==> config.mk <==
export PLATFORM = sky130hd
export DESIGN_NAME = mfgb_front
export DESIGN_NICKNAME = d
export VERILOG_FILES = /design/src/hdl/mono_framebuffer_glyph_blitter_unit_macros.svh /design/src/hdl/mfgb_pkg.sv /design/src/hdl/mfgb_front.sv
export SDC_FILE = /design/constraint.sdc
export NUM_CORES = 1
export LEC_CHECK = 0
export ABC_AREA = 1
export BUFFER_PORTS_ARGS = -buffer_cell sky130_fd_sc_hd__buf_4
export CORE_ASPECT_RATIO = 0.7
export CORE_MARGIN = 2
export CORE_UTILIZATION = 45
export CTS_BUF_LIST = sky130_fd_sc_hd__clkbuf_4 sky130_fd_sc_hd__clkbuf_8
export CTS_CLUSTER_DIAMETER = 50
export DETAILED_ROUTE_END_ITERATION = 8
export PLACE_DENSITY = 0.82
export SYNTH_ARGS = -nofsm -noshare
export SYNTH_HDL_FRONTEND = slang
export SYNTH_SLANG_ARGS = --single-unit
==> constraint.sdc <==
create_clock -name i_clk -period 5.4 [get_ports i_clk]
set_input_delay 0.81 -clock i_clk [delete_from_list [all_inputs] [get_ports i_clk]]
set_output_delay 0.81 -clock i_clk [all_outputs]
set_load 0.02 [all_outputs]
==> src/hdl/mono_framebuffer_glyph_blitter_unit_macros.svh <==
// Assertion helpers
`ifndef MONO_FRAMEBUFFER_GLYPH_BLITTER_UNIT_MACROS_SVH
`define MONO_FRAMEBUFFER_GLYPH_BLITTER_UNIT_MACROS_SVH
`define MFGB_ASSERT_IMPL(label, clk, rst_n, ante, cons, msg) \
    label: assert property (@(posedge clk) disable iff (!rst_n) (ante) |-> (cons)) \
        else $error(msg);
`define MFGB_ASSERT_NEXT(label, clk, rst_n, ante, cons, msg) \
    label: assert property (@(posedge clk) disable iff (!rst_n) (ante) |=> (cons)) \
        else $error(msg);
`endif

==> src/hdl/mfgb_pkg.sv <==
package mfgb_pkg;
    localparam int SCREEN_W_DEF   = 200;
    localparam int SCREEN_H_DEF   = 200;
    localparam int FIRST_CODE_DEF = 32;
    localparam int LAST_CODE_DEF  = 90;
    localparam int GLYPH_W_DEF    = 5;
    localparam int GLYPH_H_DEF    = 7;

    localparam logic [2:0] MODE_CLEAR = 3'd0;
    localparam logic [2:0] MODE_FILL  = 3'd1;
    localparam logic [2:0] MODE_GLYPH = 3'd2;
    localparam logic [2:0] MODE_READ  = 3'd3;
    localparam logic [2:0] MODE_LOAD  = 3'd4;

    localparam logic [7:0] CODE_QMARK = 8'h3F;
    localparam logic [7:0] CODE_LA    = 8'h61;
    localparam logic [7:0] CODE_LZ    = 8'h7A;

    // classified command handed from front to back
    typedef struct packed {
        logic [2:0]         mode;
        logic signed [11:0] x_pos;
        logic signed [11:0] y_pos;
        logic [9:0]         rect_width;
        logic [9:0]         rect_height;
        logic               color;
        logic [7:0]         code;
        logic [4:0]         scale;
        logic [12:0]        byte_index;
        logic [8:0]         table_index;
        logic [7:0]         table_value;
    } t_cmd;
endpackage

==> src/hdl/mfgb_front.sv <==
module mfgb_front import mfgb_pkg::*; #(
    parameter int FIRST_CODE = FIRST_CODE_DEF,
    parameter int LAST_CODE  = LAST_CODE_DEF
) (
    input  logic i_clk,
    input  logic i_rst_n,
    input  logic i_push,
    output logic o_full,
    input  t_cmd i_cmd,
    output logic o_valid,
    output t_cmd o_cmd,
    input  logic i_take
);
    // two-entry queue; code folding happens on entry
    logic [1:0] r_cnt, n_cnt;
    logic       r_rd, r_wr;
    t_cmd       r_q [2];
    t_cmd       w_cls;
    logic [7:0] w_code;
    logic       w_push, w_pop;

    always_comb begin
        w_code = i_cmd.code;
        if (w_code >= CODE_LA && w_code <= CODE_LZ) w_code = w_code - 8'd32;
        if ({1'b0, w_code} < 9'(FIRST_CODE) || {1'b0, w_code} > 9'(LAST_CODE))
            w_code = CODE_QMARK;
        w_cls = i_cmd;
        w_cls.code = w_code;
    end

    assign o_full  = (r_cnt == 2'd2);
    assign o_valid = (r_cnt != 2'd0);
    assign o_cmd   = r_q[r_rd];
    assign w_push  = i_push && !o_full;
    assign w_pop   = i_take && o_valid;
    assign n_cnt   = r_cnt + {1'b0, w_push} - {1'b0, w_pop};

    always_ff @(posedge i_clk) begin
        if (!i_rst_n) begin
            r_cnt <= '0;
            r_rd  <= 1'b0;
            r_wr  <= 1'b0;
        end else begin
            r_cnt <= n_cnt;
            if (w_push) r_wr <= ~r_wr;
            if (w_pop)  r_rd <= ~r_rd;
        end
    end

    always_ff @(posedge i_clk) begin
        if (w_push) r_q[r_wr] <= w_cls;
    end
endmodule

==> impl_metrics.tcl <==
set metrics [dict create \
    drtAntennaViolNets 0 \
    cap_violations 0 \
    route.detailed.drc 0 \
    syn_area_um2 6980 \
    hold_viol 0 \
    numClockSinks 187 \
    switching_share_pct 29.6 \
    ir_drop_v 0.000276 \
    powerDensity_nw_per_um2 441 \
    critPathArrivalTime_ns 2.24 \
    pin_count 188 \
    p_switching_mw 1.18 \
    relSlewSlack_pct 19.1 \
    clk_latency_ns 0.44 \
    syn_to_final_growth_pct 28.7 \
    synth_warnings 0 \
    cts_made_buffers 17 \
    mostFrequentLayoutCell "buf_4" \
    clk_path_buf_depth 2 \
    hpwl_mm 8.75 \
    drt_iter0_drc 227 \
    setup_viol 0 \
    grt_pass1_vias 3828 \
    worstPathCellList "mux2_2 > buf_4" \
    synth_area_per_cell_um2 20.0 \
    gp_congestion 0.745 \
    drt_pass1_iterations 4 \
    clock_skew_ns 0.00939 \
    hold_class "reg2reg" \
    grt_pass1_wl_mm 19.3 \
    crit_family "flip-flops" \
    timing.fmax_mhz 328 \
    port_buffers 187 \
    dpl_cell_area_um2 8620 \
    crit_fanout 91 \
    grt_remaining_overflow 0 \
    fillCellCount 1150 \
    grtUsageTotal_pct 15.4 \
    dieArea_um2 16500 \
    timing.final.crit_share_pct 56.5 \
    rsz0062_at_grt "no" \
    core_um2 15400 \
    row_count 38 \
    cp_num_buf_inv 1 \
    p_int_mw 2.79 \
    final_util_pct 58.5 \
    final_cell_mix "buf_4, edfxtp_1, mux2_2" \
    htree_levels 4 \
    worstSetupStartpointType "register" \
    antenna_found_initial 0 \
    p_clk_share_pct 21.7 \
    leakage_nw 3.36 \
    fin_nets 647 \
    die_h_um 108 \
    cts_setup_buffers 0 \
    initial_core_util_pct 45.5 \
    cp_slowest_cell "dfxtp_4" \
    grt_max_degree 92 \
    layout-drive-gt1-share_pct 56.9 \
    diodes 0 \
    path_clk_slew_ns 0.08 \
    status "finished clean" \
    worstMarginPinSlew_ns 1.21 \
    die_w_um 153 \
    vias_per_cell 4.89 \
    multi_input_area_um2 1300 \
    p_seq_share_pct 49.6 \
    routed_wl_mm 13.0 \
    regArea_um2 5570 \
    ys_seq_elements 187 \
    seq_area_frac_synth_pct 79.7 \
    clock-root-buffer "clkbuf_8" \
    hold_buffers 0 \
    endpoint_kind "output port" \
    cts_tree "yes" \
    min_period_ns 3.05 \
    drv_slew 0 \
    max_stage_delay_ns 1.13 \
    cp.required_ns 4.59 \
    setup_tns_ns 0 \
    synthDistinctLibCells 21 \
    combPwrFrac_pct 28.7 \
    postCtsResizedCells 0 \
    wire_per_inst_um 17.0 \
    fin_area_um2 8990 \
    critPathKind "reg2out" \
    synth_cells 349 \
    vias 3720 \
]
==> power groups by stage <==
stage               Sequential (mW)  Clock, mW  Combinational [mW]
floorplan                      1.93          0               0.750
global placement               1.99          0                1.13
detailed placement             2.01          0                1.15
CTS                            1.97      0.889                1.16
global route                   2.00      0.944                1.21
finish                         1.97      0.861                1.14
==> state kept, by name (all words and copies together), names as in the netlist, named ones only <==
| register | cells |
|---|---|
| r_q | 182 |
| r_cnt | 2 |
| r_rd | 1 |
| r_wr | 1 |
==> worst reg2reg max path, delay by kind of cell, from the launching register on <==
family	cells	cell delay (ns)
and+or+nand+nor	1	0.66
buffers and inverters	2	0.53
DFF	1	0.32
AOI/OAI and AO/OA	1	0.20
==> through the flow <==
stage               hold slack (ns)  cells  power, mW  setup slack (ns)
floorplan                     0.431    350       2.68             0.130
global placement              0.435    730       3.12              2.78
detailed placement            0.471    730       3.15              2.77
CTS                           0.480    761       4.02              2.26
global route                  0.501    761       4.15              2.17
finish                        0.479    761       3.97              2.35
==> metal layers <==
| layer | vias up | track usage (%) | routed length [um] |
|---|---|---|---|
| li1 | 1736 | - | - |
| met3 | 17 | 6.05 | 961 |
| met4 | 0 | 5.95 | 210 |
| met5 | - | 0 | 0 |
| met2 | 143 | 25.1 | 6420 |
| met1 | 1824 | 18.6 | 5360 |
==> layout make-up <==
type | instances | share of cell area, %
well taps | 200 | 2.78
flip-flops and latches | 187 | 61.9
repair buffers | 190 | 16.0
clock inverters | 13 | 1.41
clock buffers | 18 | 2.69
inverters | 17 | 0.710
multi-input cells | 136 | 14.5
==> cells by family after synthesis <==
kind of cell	count (synthesis)	share of synthesized area (%)
AO/OA/AOI/OAI	8	0.573
buffers and inverters	27	1.95
other	1	0.0537
multiplexers	91	14.7
XOR/XNOR	1	0.125
AND/OR/NAND/NOR	31	2.40
flip-flops	187	79.7
adder cells (fa/ha/maj)	3	0.537
==> cells in the mapped netlist <==
cell        n  area share (%)
a21oi_1     4            0.29
buf_2       1           0.072
buf_4       9            0.97
conb_1      1           0.054
dfxtp_1     5             1.4
edfxtp_1  182              78
ha_1        3            0.54
inv_1      17            0.91
mux2_2     91              15
nand2_1    10            0.54
nand2_2     2            0.18
nand3_1     1           0.072
nand3_2     2            0.29
nand4_1     7            0.63
nor2_1      5            0.27
nor2_2      2            0.18
nor2_4      1            0.16
o21ai_0     2            0.14
o21ai_1     2            0.14
or2_2       1           0.090
xnor2_1     1            0.13
==> worst paths after layout <==
kind	start	end	slack [ns]	depth (start not counted)
setup reg to reg	r_cnt[1]	r_q[0][4]	3.33	4
hold reg to reg	r_rd	r_rd	0.48	1
setup / recovery	register	o_cmd[21]	2.35	2
hold / removal	r_rd	r_rd	0.48	1
Power figures use the tool's default switching activity.
